File: src/rtl/core/kabf_pkg.sv
// ----------------------------------------------------------------------------
// kabf_pkg
// Shared types, op codes and fixed-point helpers for the angle/bias filter.
// ----------------------------------------------------------------------------
package kabf_pkg;

    localparam int DataW  = 32;             // state, sample and result width
    localparam int CfgW   = 31;             // configuration register width
    localparam int CfgIdxW = 2;             // configuration index width
    localparam int OpW    = 5;
    localparam int DivStepW = 5;            // counts the 32 quotient bits

    // configuration register indexes
    localparam logic [CfgIdxW-1:0] CFG_Q_ANGLE = 2'd0;
    localparam logic [CfgIdxW-1:0] CFG_Q_BIAS  = 2'd1;
    localparam logic [CfgIdxW-1:0] CFG_R_MEAS  = 2'd2;
    localparam logic [CfgIdxW-1:0] CFG_DT      = 2'd3;

    // reset values, Q4.28
    localparam logic [CfgW-1:0]  Q_ANGLE_RST = 31'd268435;
    localparam logic [CfgW-1:0]  Q_BIAS_RST  = 31'd805306;
    localparam logic [CfgW-1:0]  R_MEAS_RST  = 31'd134217728;
    localparam logic [CfgW-1:0]  DT_RST      = 31'd2684354;
    localparam logic [DataW-1:0] ONE_Q428    = 32'h1000_0000;

    // datapath op codes
    localparam logic [OpW-1:0] OP_NONE        = 5'd0;
    localparam logic [OpW-1:0] OP_LOAD        = 5'd1;
    localparam logic [OpW-1:0] OP_MUL_RATE_DT = 5'd2;
    localparam logic [OpW-1:0] OP_ACC_ANG_PRD = 5'd3;
    localparam logic [OpW-1:0] OP_PDOT        = 5'd4;
    localparam logic [OpW-1:0] OP_MUL_PDOT_DT = 5'd5;
    localparam logic [OpW-1:0] OP_ACC_P00     = 5'd6;
    localparam logic [OpW-1:0] OP_MUL_P11_DT  = 5'd7;
    localparam logic [OpW-1:0] OP_ACC_P01_P10 = 5'd8;
    localparam logic [OpW-1:0] OP_MUL_QB_DT   = 5'd9;
    localparam logic [OpW-1:0] OP_ACC_P11     = 5'd10;
    localparam logic [OpW-1:0] OP_ERR         = 5'd11;
    localparam logic [OpW-1:0] OP_DIV_K0      = 5'd12;
    localparam logic [OpW-1:0] OP_DIV_STEP    = 5'd13;
    localparam logic [OpW-1:0] OP_GAIN_K0     = 5'd14;
    localparam logic [OpW-1:0] OP_DIV_K1      = 5'd15;
    localparam logic [OpW-1:0] OP_GAIN_K1     = 5'd16;
    localparam logic [OpW-1:0] OP_MUL_K0_P00  = 5'd17;
    localparam logic [OpW-1:0] OP_ACC_C00     = 5'd18;
    localparam logic [OpW-1:0] OP_MUL_K0_P01  = 5'd19;
    localparam logic [OpW-1:0] OP_ACC_C01     = 5'd20;
    localparam logic [OpW-1:0] OP_MUL_K1_P00  = 5'd21;
    localparam logic [OpW-1:0] OP_ACC_C10     = 5'd22;
    localparam logic [OpW-1:0] OP_MUL_K1_P01  = 5'd23;
    localparam logic [OpW-1:0] OP_ACC_C11     = 5'd24;
    localparam logic [OpW-1:0] OP_MUL_K0_ERR  = 5'd25;
    localparam logic [OpW-1:0] OP_ACC_ANGLE   = 5'd26;
    localparam logic [OpW-1:0] OP_MUL_K1_ERR  = 5'd27;
    localparam logic [OpW-1:0] OP_ACC_BIAS    = 5'd28;
    localparam logic [OpW-1:0] OP_RATE        = 5'd29;
    localparam logic [OpW-1:0] OP_OUT         = 5'd30;

    typedef struct packed {
        logic [OpW-1:0] op;
    } kabf_cmd_t;

    typedef struct packed {
        logic                    ovf;
        logic signed [DataW-1:0] val;
    } sat_t;

    // round half up of p / 2^28
    function automatic logic signed [35:0] rnd28(input logic signed [63:0] p);
        logic signed [63:0] s;
        s = p + 64'sd134217728;
        return s[63:28];
    endfunction

    // clamp to the signed 32-bit range
    function automatic sat_t sat40(input logic signed [39:0] v);
        sat_t r;
        if (v > 40'sd2147483647)
        begin
            r.ovf = 1'b1;
            r.val = 32'sh7fff_ffff;
        end
        else if (v < -40'sd2147483648)
        begin
            r.ovf = 1'b1;
            r.val = 32'sh8000_0000;
        end
        else
        begin
            r.ovf = 1'b0;
            r.val = v[31:0];
        end
        return r;
    endfunction

endpackage

File: src/rtl/core/kabf_ctrl.sv
// ----------------------------------------------------------------------------
// kabf_ctrl
// Sequencer: walks the op list per sample, loops the divider, owns handshakes.
// ----------------------------------------------------------------------------
module kabf_ctrl (
    input  logic              clk,
    input  logic              rst_n,
    input  logic              s_tvalid,
    output logic              s_tready,
    output logic              m_tvalid,
    input  logic              m_tready,
    output kabf_pkg::kabf_cmd_t cmd
);
    import kabf_pkg::*;

    localparam logic [1:0] ST_IDLE = 2'd0;
    localparam logic [1:0] ST_RUN  = 2'd1;
    localparam logic [1:0] ST_DIV  = 2'd2;
    localparam logic [1:0] ST_OUT  = 2'd3;

    logic [1:0]          state_reg, state_next;
    logic [OpW-1:0]      pc_reg, pc_next;
    logic [DivStepW-1:0] cnt_reg, cnt_next;
    logic                out_valid_reg, out_valid_next;
    logic [OpW-1:0]      seq_next;

    // fixed op order of one sample
    always_comb
    begin
        unique case (pc_reg)
            OP_MUL_RATE_DT: seq_next = OP_ACC_ANG_PRD;
            OP_ACC_ANG_PRD: seq_next = OP_PDOT;
            OP_PDOT:        seq_next = OP_MUL_PDOT_DT;
            OP_MUL_PDOT_DT: seq_next = OP_ACC_P00;
            OP_ACC_P00:     seq_next = OP_MUL_P11_DT;
            OP_MUL_P11_DT:  seq_next = OP_ACC_P01_P10;
            OP_ACC_P01_P10: seq_next = OP_MUL_QB_DT;
            OP_MUL_QB_DT:   seq_next = OP_ACC_P11;
            OP_ACC_P11:     seq_next = OP_ERR;
            OP_ERR:         seq_next = OP_DIV_K0;
            OP_DIV_K0:      seq_next = OP_GAIN_K0;
            OP_GAIN_K0:     seq_next = OP_DIV_K1;
            OP_DIV_K1:      seq_next = OP_GAIN_K1;
            OP_GAIN_K1:     seq_next = OP_MUL_K0_P00;
            OP_MUL_K0_P00:  seq_next = OP_ACC_C00;
            OP_ACC_C00:     seq_next = OP_MUL_K0_P01;
            OP_MUL_K0_P01:  seq_next = OP_ACC_C01;
            OP_ACC_C01:     seq_next = OP_MUL_K1_P00;
            OP_MUL_K1_P00:  seq_next = OP_ACC_C10;
            OP_ACC_C10:     seq_next = OP_MUL_K1_P01;
            OP_MUL_K1_P01:  seq_next = OP_ACC_C11;
            OP_ACC_C11:     seq_next = OP_MUL_K0_ERR;
            OP_MUL_K0_ERR:  seq_next = OP_ACC_ANGLE;
            OP_ACC_ANGLE:   seq_next = OP_MUL_K1_ERR;
            OP_MUL_K1_ERR:  seq_next = OP_ACC_BIAS;
            OP_ACC_BIAS:    seq_next = OP_RATE;
            default:        seq_next = OP_MUL_RATE_DT;
        endcase
    end

    always_comb
    begin
        state_next = state_reg;
        pc_next    = pc_reg;
        cnt_next   = cnt_reg;
        cmd.op     = OP_NONE;
        s_tready   = 1'b0;
        out_valid_next = out_valid_reg && !m_tready;
        unique case (state_reg)
            ST_IDLE:
            begin
                s_tready = 1'b1;
                if (s_tvalid)
                begin
                    cmd.op     = OP_LOAD;
                    pc_next    = OP_MUL_RATE_DT;
                    state_next = ST_RUN;
                end
            end
            ST_RUN:
            begin
                cmd.op  = pc_reg;
                pc_next = seq_next;
                if (pc_reg == OP_DIV_K0 || pc_reg == OP_DIV_K1)
                begin
                    cnt_next   = '0;
                    state_next = ST_DIV;
                end
                else if (pc_reg == OP_RATE)
                begin
                    state_next = ST_OUT;
                end
            end
            ST_DIV:
            begin
                cmd.op   = OP_DIV_STEP;
                cnt_next = cnt_reg + 1'b1;
                if (cnt_reg == '1)
                    state_next = ST_RUN;
            end
            ST_OUT:
            begin
                if (!out_valid_reg || m_tready)
                begin
                    cmd.op         = OP_OUT;
                    out_valid_next = 1'b1;
                    state_next     = ST_IDLE;
                end
            end
            default:
            begin
                state_next = ST_IDLE;
            end
        endcase
    end

    assign m_tvalid = out_valid_reg;

    always_ff @(posedge clk or negedge rst_n)
    begin
        if (!rst_n)
        begin
            state_reg     <= ST_IDLE;
            pc_reg        <= OP_MUL_RATE_DT;
            cnt_reg       <= '0;
            out_valid_reg <= 1'b0;
        end
        else
        begin
            state_reg     <= state_next;
            pc_reg        <= pc_next;
            cnt_reg       <= cnt_next;
            out_valid_reg <= out_valid_next;
        end
    end

    // result register is only reloaded when its slot is free
    a_out_slot: assert property (@(posedge clk) disable iff (!rst_n)
        (cmd.op == OP_OUT) |-> (!out_valid_reg || m_tready))
        else $error("result overwritten before transfer");

    // one sample at a time
    a_one_item: assert property (@(posedge clk) disable iff (!rst_n)
        (s_tvalid && s_tready) |=> !s_tready)
        else $error("input taken while a sample is in flight");

    // a new result appears only right after the output op
    a_out_src: assert property (@(posedge clk) disable iff (!rst_n)
        $rose(out_valid_reg) |-> $past(cmd.op == OP_OUT))
        else $error("result valid without output op");

    // the divide loop always returns to a gain op
    a_div_ret: assert property (@(posedge clk) disable iff (!rst_n)
        (state_reg == ST_DIV) |-> (pc_reg == OP_GAIN_K0 || pc_reg == OP_GAIN_K1))
        else $error("divide loop with bad return op");

endmodule

File: src/rtl/core/kabf_datapath.sv
// ----------------------------------------------------------------------------
// kabf_datapath
// Filter state, config registers, shared multiplier, serial divider, results.
// ----------------------------------------------------------------------------
module kabf_datapath (
    input  logic                               clk,
    input  logic                               rst_n,
    input  kabf_pkg::kabf_cmd_t                cmd,
    input  logic                               cfg_wr_en,
    input  logic [kabf_pkg::CfgIdxW-1:0]       cfg_addr,
    input  logic [kabf_pkg::CfgW-1:0]          cfg_wdata,
    input  logic signed [kabf_pkg::DataW-1:0]  accel_in,
    input  logic signed [kabf_pkg::DataW-1:0]  gyro_in,
    output logic signed [kabf_pkg::DataW-1:0]  angle_out,
    output logic signed [kabf_pkg::DataW-1:0]  rate_out,
    output logic                               sat_out
);
    import kabf_pkg::*;

    logic [CfgW-1:0] q_angle_reg, q_bias_reg, r_meas_reg, dt_reg;

    logic signed [DataW-1:0] angle_reg, bias_reg;
    logic signed [DataW-1:0] c00_reg, c01_reg, c10_reg, c11_reg;

    logic signed [DataW-1:0] accel_reg, gyro_reg, rate_reg, pdot_reg, err_reg;
    logic signed [DataW-1:0] p00_reg, p01_reg, p10_reg, p11_reg, k0_reg, k1_reg;
    logic signed [DataW:0]   e_reg;
    logic signed [63:0]      prod_reg;
    logic                    flag_reg;

    logic [DataW:0]   dvs_reg;       // divisor magnitude
    logic [DataW:0]   rem_reg;
    logic [DataW-1:0] quo_reg;       // low numerator bits, then quotient
    logic             qneg_reg, dovf_reg, dzero_reg;

    // shared multiplier
    logic signed [DataW-1:0] mul_a, mul_b, dt_s;
    assign dt_s = $signed({1'b0, dt_reg});

    always_comb
    begin
        mul_a = rate_reg;
        mul_b = dt_s;
        unique case (cmd.op)
            OP_MUL_PDOT_DT: begin mul_a = pdot_reg; mul_b = dt_s;    end
            OP_MUL_P11_DT:  begin mul_a = c11_reg;  mul_b = dt_s;    end
            OP_MUL_QB_DT:   begin mul_a = $signed({1'b0, q_bias_reg}); mul_b = dt_s; end
            OP_MUL_K0_P00:  begin mul_a = k0_reg;   mul_b = p00_reg; end
            OP_MUL_K0_P01:  begin mul_a = k0_reg;   mul_b = p01_reg; end
            OP_MUL_K1_P00:  begin mul_a = k1_reg;   mul_b = p00_reg; end
            OP_MUL_K1_P01:  begin mul_a = k1_reg;   mul_b = p01_reg; end
            OP_MUL_K0_ERR:  begin mul_a = k0_reg;   mul_b = err_reg; end
            OP_MUL_K1_ERR:  begin mul_a = k1_reg;   mul_b = err_reg; end
            default:        begin mul_a = rate_reg; mul_b = dt_s;    end
        endcase
    end

    // accumulate: base +/- rounded product, clamped
    logic signed [35:0]      rnd;
    logic signed [DataW-1:0] acc_base;
    logic                    acc_sub;
    sat_t                    acc_res, acc_p10;

    assign rnd = rnd28(prod_reg);

    always_comb
    begin
        acc_base = angle_reg;
        acc_sub  = 1'b0;
        unique case (cmd.op)
            OP_ACC_P00:     acc_base = c00_reg;
            OP_ACC_P01_P10: begin acc_base = c01_reg; acc_sub = 1'b1; end
            OP_ACC_P11:     acc_base = c11_reg;
            OP_ACC_C00:     begin acc_base = p00_reg; acc_sub = 1'b1; end
            OP_ACC_C01:     begin acc_base = p01_reg; acc_sub = 1'b1; end
            OP_ACC_C10:     begin acc_base = p10_reg; acc_sub = 1'b1; end
            OP_ACC_C11:     begin acc_base = p11_reg; acc_sub = 1'b1; end
            OP_ACC_BIAS:    acc_base = bias_reg;
            default:        acc_base = angle_reg;
        endcase
        if (acc_sub)
            acc_res = sat40(40'(acc_base) - 40'(rnd));
        else
            acc_res = sat40(40'(acc_base) + 40'(rnd));
        acc_p10 = sat40(40'(c10_reg) - 40'(rnd));
    end

    // differences
    sat_t load_rate, new_rate, pdot_res, err_res;
    assign load_rate = sat40(40'(gyro_in) - 40'(bias_reg));
    assign new_rate  = sat40(40'(gyro_reg) - 40'(bias_reg));
    assign pdot_res  = sat40(40'($signed({1'b0, q_angle_reg})) - 40'(c01_reg)
                             - 40'(c10_reg));
    assign err_res   = sat40(40'(accel_reg) - 40'(angle_reg));

    // divider setup: |num| * 2^28 / |e|
    logic signed [DataW-1:0] div_num;
    logic [DataW-1:0]        num_mag;
    logic [59:0]             n_mag;
    logic [DataW:0]          e_mag;
    logic                    pre_ovf;

    always_comb
    begin
        div_num = (cmd.op == OP_DIV_K1) ? p10_reg : p00_reg;
        num_mag = div_num[DataW-1] ? (~div_num + 1'b1) : div_num;
        n_mag   = {num_mag, 28'd0};
        e_mag   = e_reg[DataW] ? (~e_reg + 1'b1) : e_reg;
        pre_ovf = {5'd0, n_mag} >= {e_mag, 32'd0};
    end

    // one quotient bit per step
    logic [DataW+1:0] trial;
    logic             ge;
    assign trial = {rem_reg, quo_reg[DataW-1]};
    assign ge    = trial >= {1'b0, dvs_reg};

    // gain from quotient
    logic signed [DataW+1:0] q_signed;
    sat_t                    q_sat;
    sat_t                    gain;

    always_comb
    begin
        q_signed = $signed({2'b00, quo_reg});
        if (qneg_reg)
            q_signed = -q_signed;
        q_sat = sat40(40'(q_signed));
        if (dzero_reg)
        begin
            gain.ovf = 1'b1;
            gain.val = '0;
        end
        else if (dovf_reg)
        begin
            gain.ovf = 1'b1;
            gain.val = qneg_reg ? 32'sh8000_0000 : 32'sh7fff_ffff;
        end
        else
        begin
            gain = q_sat;
        end
    end

    // saturation flag contribution of this op
    logic op_ovf;
    always_comb
    begin
        unique case (cmd.op)
            OP_ACC_ANG_PRD, OP_ACC_P00, OP_ACC_P11, OP_ACC_C00, OP_ACC_C01,
            OP_ACC_C10, OP_ACC_C11, OP_ACC_ANGLE, OP_ACC_BIAS:
                op_ovf = acc_res.ovf;
            OP_ACC_P01_P10: op_ovf = acc_res.ovf || acc_p10.ovf;
            OP_PDOT:        op_ovf = pdot_res.ovf;
            OP_ERR:         op_ovf = err_res.ovf;
            OP_GAIN_K0, OP_GAIN_K1: op_ovf = gain.ovf;
            OP_RATE:        op_ovf = new_rate.ovf;
            default:        op_ovf = 1'b0;
        endcase
    end

    // config and filter state
    always_ff @(posedge clk or negedge rst_n)
    begin
        if (!rst_n)
        begin
            q_angle_reg <= Q_ANGLE_RST;
            q_bias_reg  <= Q_BIAS_RST;
            r_meas_reg  <= R_MEAS_RST;
            dt_reg      <= DT_RST;
            angle_reg   <= '0;
            bias_reg    <= '0;
            c00_reg     <= ONE_Q428;
            c01_reg     <= '0;
            c10_reg     <= '0;
            c11_reg     <= ONE_Q428;
        end
        else
        begin
            if (cfg_wr_en)
            begin
                unique case (cfg_addr)
                    CFG_Q_ANGLE: q_angle_reg <= cfg_wdata;
                    CFG_Q_BIAS:  q_bias_reg  <= cfg_wdata;
                    CFG_R_MEAS:  r_meas_reg  <= cfg_wdata;
                    CFG_DT:      dt_reg      <= cfg_wdata;
                    default:     dt_reg      <= dt_reg;
                endcase
            end
            unique case (cmd.op)
                OP_ACC_ANG_PRD, OP_ACC_ANGLE: angle_reg <= acc_res.val;
                OP_ACC_BIAS: bias_reg <= acc_res.val;
                OP_ACC_C00:  c00_reg  <= acc_res.val;
                OP_ACC_C01:  c01_reg  <= acc_res.val;
                OP_ACC_C10:  c10_reg  <= acc_res.val;
                OP_ACC_C11:  c11_reg  <= acc_res.val;
                default:     angle_reg <= angle_reg;
            endcase
        end
    end

    // working registers
    always_ff @(posedge clk)
    begin
        if (cmd.op == OP_LOAD)
            flag_reg <= load_rate.ovf;
        else
            flag_reg <= flag_reg | op_ovf;

        unique case (cmd.op)
            OP_LOAD:
            begin
                accel_reg <= accel_in;
                gyro_reg  <= gyro_in;
                rate_reg  <= load_rate.val;
            end
            OP_MUL_RATE_DT, OP_MUL_PDOT_DT, OP_MUL_P11_DT, OP_MUL_QB_DT,
            OP_MUL_K0_P00, OP_MUL_K0_P01, OP_MUL_K1_P00, OP_MUL_K1_P01,
            OP_MUL_K0_ERR, OP_MUL_K1_ERR:
                prod_reg <= mul_a * mul_b;
            OP_PDOT:        pdot_reg <= pdot_res.val;
            OP_ACC_P00:     p00_reg  <= acc_res.val;
            OP_ACC_P01_P10:
            begin
                p01_reg <= acc_res.val;
                p10_reg <= acc_p10.val;
            end
            OP_ACC_P11:     p11_reg  <= acc_res.val;
            OP_ERR:
            begin
                err_reg <= err_res.val;
                e_reg   <= $signed({2'b00, r_meas_reg}) + 33'(p00_reg);
            end
            OP_DIV_K0, OP_DIV_K1:
            begin
                dvs_reg   <= e_mag;
                rem_reg   <= {5'd0, n_mag[59:32]};
                quo_reg   <= n_mag[31:0];
                qneg_reg  <= div_num[DataW-1] ^ e_reg[DataW];
                dovf_reg  <= pre_ovf;
                dzero_reg <= (e_reg == '0);
            end
            OP_DIV_STEP:
            begin
                rem_reg <= ge ? 33'(trial - {1'b0, dvs_reg}) : trial[DataW:0];
                quo_reg <= {quo_reg[DataW-2:0], ge};
            end
            OP_GAIN_K0:     k0_reg   <= gain.val;
            OP_GAIN_K1:     k1_reg   <= gain.val;
            OP_RATE:        rate_reg <= new_rate.val;
            OP_OUT:
            begin
                angle_out <= angle_reg;
                rate_out  <= rate_reg;
                sat_out   <= flag_reg;
            end
            default:        rate_reg <= rate_reg;
        endcase
    end

endmodule

File: src/rtl/core/kalman_angle_bias_fusion.sv
// ----------------------------------------------------------------------------
// kalman_angle_bias_fusion
// Two-state Kalman filter fusing accelerometer tilt with gyro rate and bias.
// ----------------------------------------------------------------------------
//  channel  | dir | handshake          | payload
//  s_*      | in  | s_tvalid/s_tready  | tdata: accel_angle, gyro_rate
//  m_*      | out | m_tvalid/m_tready  | tdata: angle_estimate, corrected_rate;
//           |     |                    | tuser: saturated
//  cfg_*    | in  | cfg_wr_en          | cfg_addr 0..3, cfg_wdata 31 bits
//
//  One sample runs from transfer in to result ready as: the load at the
//  transfer edge, the sequenced ops with two serial gain divisions among
//  them (one quotient bit a cycle), then the output load. Multiplies share
//  one 32x32 unit, each followed by its accumulate op. The result sits in
//  an output register; a stalled m side holds the block only at the final
//  output load. Reset (async, active low) restores angle 0, bias 0, P =
//  identity and the default noise settings.
// ----------------------------------------------------------------------------
module kalman_angle_bias_fusion (
    input  logic                          clk,
    input  logic                          rst_n,
    input  logic                          s_tvalid,
    output logic                          s_tready,
    input  logic [63:0]                   s_tdata,   // accel_angle, gyro_rate
    output logic                          m_tvalid,
    input  logic                          m_tready,
    output logic [63:0]                   m_tdata,   // angle_estimate, corrected_rate
    output logic                          m_tuser,   // saturated
    input  logic                          cfg_wr_en,
    input  logic [kabf_pkg::CfgIdxW-1:0]  cfg_addr,
    input  logic [kabf_pkg::CfgW-1:0]     cfg_wdata
);
    import kabf_pkg::*;

    kabf_cmd_t               cmd;
    logic signed [DataW-1:0] angle_out, rate_out;
    logic                    sat_out;

    // sequencer: one transfer in, the op list, one transfer out
    kabf_ctrl u_ctrl (
        .clk      (clk),
        .rst_n    (rst_n),
        .s_tvalid (s_tvalid),
        .s_tready (s_tready),
        .m_tvalid (m_tvalid),
        .m_tready (m_tready),
        .cmd      (cmd)
    );

    // arithmetic, filter state and result register
    kabf_datapath u_dp (
        .clk       (clk),
        .rst_n     (rst_n),
        .cmd       (cmd),
        .cfg_wr_en (cfg_wr_en),
        .cfg_addr  (cfg_addr),
        .cfg_wdata (cfg_wdata),
        .accel_in  ($signed(s_tdata[31:0])),
        .gyro_in   ($signed(s_tdata[63:32])),
        .angle_out (angle_out),
        .rate_out  (rate_out),
        .sat_out   (sat_out)
    );

    assign m_tdata = {rate_out, angle_out};
    assign m_tuser = sat_out;

endmodule
File: config.mk
export PLATFORM = sky130hd
export DESIGN_NAME = kalman_angle_bias_fusion
export DESIGN_NICKNAME = d
export VERILOG_FILES = /design/src/rtl/core/kabf_pkg.sv /design/src/rtl/core/kabf_ctrl.sv /design/src/rtl/core/kabf_datapath.sv /design/src/rtl/core/kalman_angle_bias_fusion.sv
export SDC_FILE = /design/constraint.sdc
export NUM_CORES = 2
export LEC_CHECK = 0
export BUFFER_PORTS_ARGS = -buffer_cell sky130_fd_sc_hd__buf_2
export CELL_PAD_IN_SITES_DETAIL_PLACEMENT = 1
export CELL_PAD_IN_SITES_GLOBAL_PLACEMENT = 1
export CORE_MARGIN = 2
export CORE_UTILIZATION = 40
export CTS_BUF_LIST = sky130_fd_sc_hd__clkbuf_16
export CTS_CLUSTER_DIAMETER = 200
export DETAILED_ROUTE_END_ITERATION = 6
export GPL_TIMING_DRIVEN = 0
export PLACE_DENSITY = 0.67
export SYNTH_ARGS = -nofsm -noshare
export SYNTH_HDL_FRONTEND = slang
export SYNTH_SLANG_ARGS = --single-unit
File: constraint.sdc
create_clock -name clk -period 11.1 [get_ports clk]
set_clock_uncertainty 0.2 [all_clocks]
set_input_delay 2.22 -clock clk [delete_from_list [all_inputs] [get_ports clk]]
set_output_delay 2.22 -clock clk [all_outputs]
set_load 0.03 [all_outputs]
# Word level (Yosys, flattened, before mapping)
# Memories as Yosys holds them, arrays and structs flattened.
# Index checks and enable logic that the tools add are counted.
[totals] n_memories=1 mem_bits_ro=160 out_inout_bits=67 regBits=945 inputBits=102
[memory_table] memory="(name not given)" words=32 word_bits=5 rd=1 rd_clocked_by_memory_dff=0 wr=0 line_no="kabf_ctrl.sv:30" rtl="unique case (pc_reg)"
[classes] addsub=15 muxes=50 n_eq_ne=45 n_bitwise=4 n_reduce_logical=31 n_mul=1 magnitude_cmp=18
[ops] op="33-bit two-way mux" count=21
[ops] op="40-bit by 32-bit > comparator with 1-bit output, second input constant" count=7
[ops] op="40-bit by 32-bit < comparator with 1-bit output, second input constant" count=7
[ops] op="32-bit case mux with 8 select lines" count=1
[ops] op="32-bit case mux with 5 select lines" count=1
[ops] op="32-bit by 32-bit subtractor with 33-bit output" count=4
[ops] op="32-bit case mux with 2 select lines" count=2
[ops] op="32-bit two-way mux" count=3
[ops] op="32-bit case mux with 3 select lines" count=1
[ops] op="5-bit == test, second input constant" count=17
[ops] op="32-bit by 36-bit subtractor with 37-bit output" count=2
[ops] op="33-bit case mux with 2 select lines" count=1
[ops] op="60-bit by 65-bit greater-or-equal comparator with 1-bit output" count=1
[ops] op="64-bit by 29-bit adder with 64-bit output, second input constant" count=1
[ops] op="32-bit by 32-bit multiplier with 64-bit output" count=1
[ops] op="5-bit by 4-bit == test with 1-bit output, second input constant" count=10
[ops] op="32-bit by 36-bit adder with 37-bit output" count=1
[ops] op="34-bit by 33-bit greater-or-equal comparator with 1-bit output" count=1
[ops] op="34-bit by 32-bit > comparator with 1-bit output, second input constant" count=1
[ops] op="34-bit by 32-bit < comparator with 1-bit output, second input constant" count=1
[ops] op="34-bit two-way mux" count=1
[ops] op="32-bit negator with 34-bit output" count=1
[ops] op="33-bit by 32-bit subtractor with 34-bit output" count=1
[ops] op="32-bit by 32-bit adder with 33-bit output" count=1
[ops] op="36 further kinds" count=76

# Depth between registers and ports, before layout
[logic_depth] word_depth=15 ltp_mapped=41 ltp_nobuf=37

# Modules after synthesis
# Synthesis repeated with hierarchy kept, for this count alone.
[hier_totals] hier_cells=9434 area_unflattened_um2=92049.5
[by_module_without_submodules] mod="kabf_datapath" n_inst=1 area_per_inst_um2=91098.6 seq_area_each_um2=25623.3 cells_each=9333
[by_module_without_submodules] mod="kabf_ctrl" n_inst=1 area_per_inst_um2=950.9 seq_area_each_um2=326.6 cells_each=101

# Least setup slack after synthesis
# OpenSTA, ideal clock, no wires.
[synth_timing] path_type="input to register" startpoint="in m_tready" endpoint="reg u_dp.prod_reg[63], data pin" path_buffers=3 path_stages=36 t_required_ns=10.640 t_arrival_ns=11.049 setup_ns=0.260 path_slack_ns=-0.409 cell_sequence="and3b_1 o221ai_1 nor2_1 clkbuf_1 buf_1 a221oi_1 clkbuf_1 nor2_1 fa_1 fa_1 fa_1 inv_1 fa_1 inv_1 fa_1 inv_1 fa_1 inv_1 fa_1 inv_1 fa_1 inv_1 ha_1 a21oi_1 a21o_1 a21oi_1 o21a_1 o21ai_0 o211ai_2 a21oi_2 o21ai_1 a221o_1 a31o_2 a21o_1 a21oi_1 xnor2_1"
[synth_via] elab_chain_len=7 elab_cells_between_ends=20 classes_between="mul: 1; eq/ne: 9; mux: 4; reduce/logical: 6"
[synth_lines] item="start: declaration" line_no="kalman_angle_bias_fusion.sv:26" rtl="input logic m_tready,"
[synth_lines] item="1-bit logical OR (*)" line_no="kabf_ctrl.sv:103" rtl="if (!out_valid_reg || m_tready)"
[synth_lines] item="5-bit two-way mux (*)" line_no="kabf_ctrl.sv:103"
[synth_lines] item="5-bit case mux with 4 select lines (*)" line_no="kabf_ctrl.sv:69" rtl="unique case (state_reg)"
[synth_lines] item="5-bit == test" line_no="kabf_datapath.sv:44" rtl="unique case (cmd.op)"
[synth_lines] item="3-bit OR reduction (no source line) or 2-bit OR reduction (tied branches)"
[synth_lines] item="32-bit case mux with 5 select lines or 32-bit case mux with 3 select lines (tied branches)" line_no="kabf_datapath.sv:44"
[synth_lines] item="32-bit by 32-bit multiplier with 64-bit output (*)" line_no="kabf_datapath.sv:220" rtl="prod_reg <= mul_a * mul_b;"
[synth_lines] item="end signal: assignment" line_no="kabf_datapath.sv:220"
[synth_lines] item="end: declaration" line_no="kabf_datapath.sv:28" rtl="logic signed [63:0] prod_reg;"
# Every way passes the cells marked *; elsewhere a longest branch is shown, timed or not.
# A chain may end at the register's enable or synchronous reset.

# Worst setup path in the final report
[layout_timing] startpoint="reg u_ctrl.pc_reg[0]" endpoint="reg u_dp.prod_reg[54], data pin"
[layout_via] elab_chain_len=5 elab_cells_between_ends=18 classes_between="mul: 1; eq/ne: 9; mux: 3; reduce/logical: 5"
[layout_lines] item="start: declaration" line_no="kabf_ctrl.sv:22" rtl="logic [OpW-1:0] pc_reg, pc_next;"
[layout_lines] item="start signal: assignment" line_no="kabf_ctrl.sv:131" rtl="pc_reg <= pc_next;"
[layout_lines] item="5-bit case mux with 4 select lines (*)" line_no="kabf_ctrl.sv:69"
[layout_lines] item="5-bit == test" line_no="kabf_datapath.sv:44"
[layout_lines] item="3-bit OR reduction (no source line) or 2-bit OR reduction (tied branches)"
[layout_lines] item="32-bit case mux with 5 select lines or 32-bit case mux with 3 select lines (tied branches)" line_no="kabf_datapath.sv:44"
[layout_lines] item="32-bit by 32-bit multiplier with 64-bit output (*)" line_no="kabf_datapath.sv:220"
# Marks and branches as above.

==> summary.md <==
| Metric | Value |
|---|---|
| Status | finished with violations |
| Failing checks | design-rule violations, max-capacitance violations, max-slew violations, negative setup slack |
| Max_cap viols | 2 |
| Die W | between 400 and 500 µm |
| Hold Path Origin | u_dp.flag_reg$_DFF_P_ |
| Post-synth ARST share | 35.84% |
| Antenna viol nets, final | 0 |
| Final HPWL DP | between 300000 and 400000 µm |
| Final core utilization | 46.06% |
| Top cell type's share of synthesized area | around 25% |
| Slew @ Worst Pin | roughly 1.6 ns |
| Initial antenna violation count | 45 |
| # port buffers | 168 |
| Busiest grt layer | met2 |
| Vias | 75840 |
| Crit. End Element | register |
| R2r startpoint | u_ctrl.pc_reg[0]$_DFFE_PN0P_ |
| Final Slew Violations | 7 |
| Vias per cell | between 5 and 6 |
| Syn Inst Count | 9219 |
| Met3 Usage GRT | a little under a tenth |
| Worst reg2reg path depth | 38 |
| Synthesized area | ~91000 µm² |
| CTS sink count | 918 |
| Initial DRT Pass Iterations | 7 |
| Die height | 481.1 µm |
| Die footprint | 231400 µm² |
| Total GRT Usage | a little over a third |
| First-pass GRT wire length | between 500000 and 600000 µm |
| Row Count | around 180 |
| Layout Cells excl Fill | approximately 13000 |
| WP data required | about 11 ns |
| Max Clock Freq | 0.08896 GHz |
| Post-synthesis average cell area | between 9 and 10 µm² |
| Most numerous cell in the Yosys netlist | inv_1 |
| GRT met1 Usage | between 40% and 50% |
| Crit path DAT | between 10 and 15 ns |
| Max FO, Critical Path | 10 |
| Area grow syn2layout | 14.76% |
| IO Count | around 170 |
| Synthesized Nets | around 11000 |
| CTS root buf | clkbuf_16 |
| Filler cells | ~25000 |
| Maximum number of pins on one net before global-route repair | 91 |
| CP max-delay cell | a222oi_1 |
| Biggest area consumer among synthesized cells | fa_1 |
| Post-route design area | approximately 100000 µm² |
| Tcrit/Tclk final | 101.3% |
| Crit Path Category | reg -> reg |
| GP Congestion | around 1.0 |
| Most used cell, CP | fa_1 |
| Vias in the first global route | slightly below 80000 |
| Cts hold-fix bufs | 0 |
| Number of H-tree levels | 3 |
| Worst r2r dst | u_dp.prod_reg[54]$_DFFE_PP_ |
| Synthesis Warnings | 0 |
| Placed cells | between 10000 and 15000 |
| Layout cells sized above 1 | approximately 15% |
| Starting Density | between 40 and 50% |
| Primary FF master, synth | edfxtp_1 |
| Clock slew at reported path FFs | approximately 0.060 ns |
| Setup crit start kind | register |
| Final setup violation count | 68 |
| Max reg flops | 37 |
| CTS Buf Count | between 100 and 150 |
| Fin crit period | ~11 ns |
| Sequential element share of the synthesized area | 28.51% |
| Min-Delay Endpoint | u_dp.sat_out$_DFFE_PN_ |
| GR Overflow Total | 0 |
| Post-Route WL | slightly above 400000 µm |
| Normalized max-slew margin | -3.565% |
| Max incr delay on CP | roughly 0.95 ns |
| # DRC | 27 |
| Min-Delay Path Class | reg -> reg |
| WL/cell | 31.93 µm |
| Core Area | about 230000 µm² |
| FF-to-FF setup slack | -0.14 ns |
| Setup ws final | -0.1406 ns |
| Count of cell types in the netlist | 110 |
| Max clock buf depth | 3 |
| Fin nets | between 10000 and 15000 |
| Clk_lat worst skew | ~0.78 ns |
| Unrepaired setup endpoints after global routing | true |
| Placed Area | 96760 µm² |
| DR iter-0 viols | just over 8000 |
| DP Worst Slack | -4.071 ns |
| EDFF count, synth | approximately 600 |
| Most common library cells after synthesis | 1357 x inv_1, 1120 x fa_1, 986 x nand2_1 |
| Met2 Resource Use GR | between 50% and 60% |
| Final hold vios | 0 |
| CTS tree | yes |
| Synth top area cells | fa_1 25%, edfxtp_1 19%, dfrtp_1 8.2%, ha_1 7.2%, inv_1 5.6% |
| #FFs+latches synth | around 920 |
| Hold depth | 0 |
## timing repair
action / in CTS / in global routing
resized for setup: 434 / 214
pin swaps: 113 / 87
buffers inserted: 137 / 80
setup endpoints to repair: 37 / 56
cloned: 0 / 5
## cells by family (layout without fill, tap and decap cells)
| logic type | after synthesis | after routing | synth area share [%] |
|---|---|---|---|
| AOI/OAI and AO/OA | 1608 | 1608 | 11.65 |
| xor gates and xnor gates | 434 | 434 | 4.175 |
| adders and majority gates | 1654 | 1654 | 31.94 |
| buffers and inverters | 1771 | 2383 | 7.396 |
| DFF | 918 | 918 | 28.51 |
| muxes | 353 | 353 | 4.299 |
| other | 0 | 34 | 0 |
| and+or+nand+nor | 2481 | 2481 | 12.04 |
## layer usage
metal	up-vias	wire length (µm)
li1	31710	-
met1	39400	164400
met2	3746	176000
met3	970	39060
met4	14	31580
met5	-	92
## layout by cell type (no fill, tap or decap), drive strengths merged, types with 43 or more instances in the layout
master  instances
a21o          178
a21oi         564
a221oi         46
a222oi         81
a31oi          61
and2           67
and3           43
buf           536
clkbuf        396
clkinv         47
dfrtp         297
edfxtp        588
fa           1120
ha            524
inv          1387
mux2          304
mux2i          49
nand2         986
nand2b         75
nand3          81
nand4          61
nor2          847
nor2b          53
nor3           94
o21ai         293
o21bai         45
o31ai          44
xnor2         296
xor2          138
## worst max-delay path by stage
stage	startpoint	to	slack [ns]	cells past startpoint
final	u_ctrl.pc_reg[0]$_DFFE_PN0P_	u_dp.prod_reg[54]$_DFFE_PP_	-0.14	38
after global routing	m_tready	u_dp.prod_reg[56]$_DFFE_PP_	-0.20	38
after CTS	m_tready	u_dp.prod_reg[63]$_DFFE_PP_	-0.001	35
after detailed placement	m_tready	u_dp.prod_reg[63]$_DFFE_PP_	-4.07	35
after global placement	m_tready	u_dp.prod_reg[63]$_DFFE_PP_	-3.96	35
after floorplan	m_tready	u_dp.prod_reg[58]$_DFFE_PP_	0.004	34
## worst max-delay path, delay by kind of cell, from the launching register on
| family | cells | cell delay [ns] |
|---|---|---|
| adder cells (fa/ha/maj) | 9 | 4.33 |
| buffers and inverters | 10 | 1.32 |
| flip-flops | 1 | 0.41 |
| XOR/XNOR | 1 | 0.13 |
| AND/OR/NAND/NOR | 5 | 1.04 |
| AO/OA/AOI/OAI | 13 | 3.45 |
## layout make-up
| type | count | area (µm²) | area share [%] |
|---|---|---|---|
| Antenna cell | 34 | 85.08 | 0.08144 |
| Multi-Input combinational cell | 6530 | 59940 | 57.37 |
| Clock buffer | 104 | 2603 | 2.491 |
| Timing Repair Buffer | 440 | 3734 | 3.574 |
| Clock inverter | 92 | 787.0 | 0.7533 |
| Buffer | 388 | 2502 | 2.395 |
| Tap cell | 3009 | 3765 | 3.604 |
| Sequential cell | 918 | 25950 | 24.84 |
| Inverter | 1359 | 5116 | 4.897 |
## metrics by stage
step                      hold WS [ns]    TNS, ns
after detailed placement        0.2231    -167.00
final                           0.2355     -2.509
after CTS                       0.2385  -0.001020
after global routing            0.2543     -1.253
after floorplan                 0.2090          0
after global placement          0.2147    -965.51
Power is not shown: default switching activity piles up to over one toggle a cycle in this logic, so the estimate is an artifact.
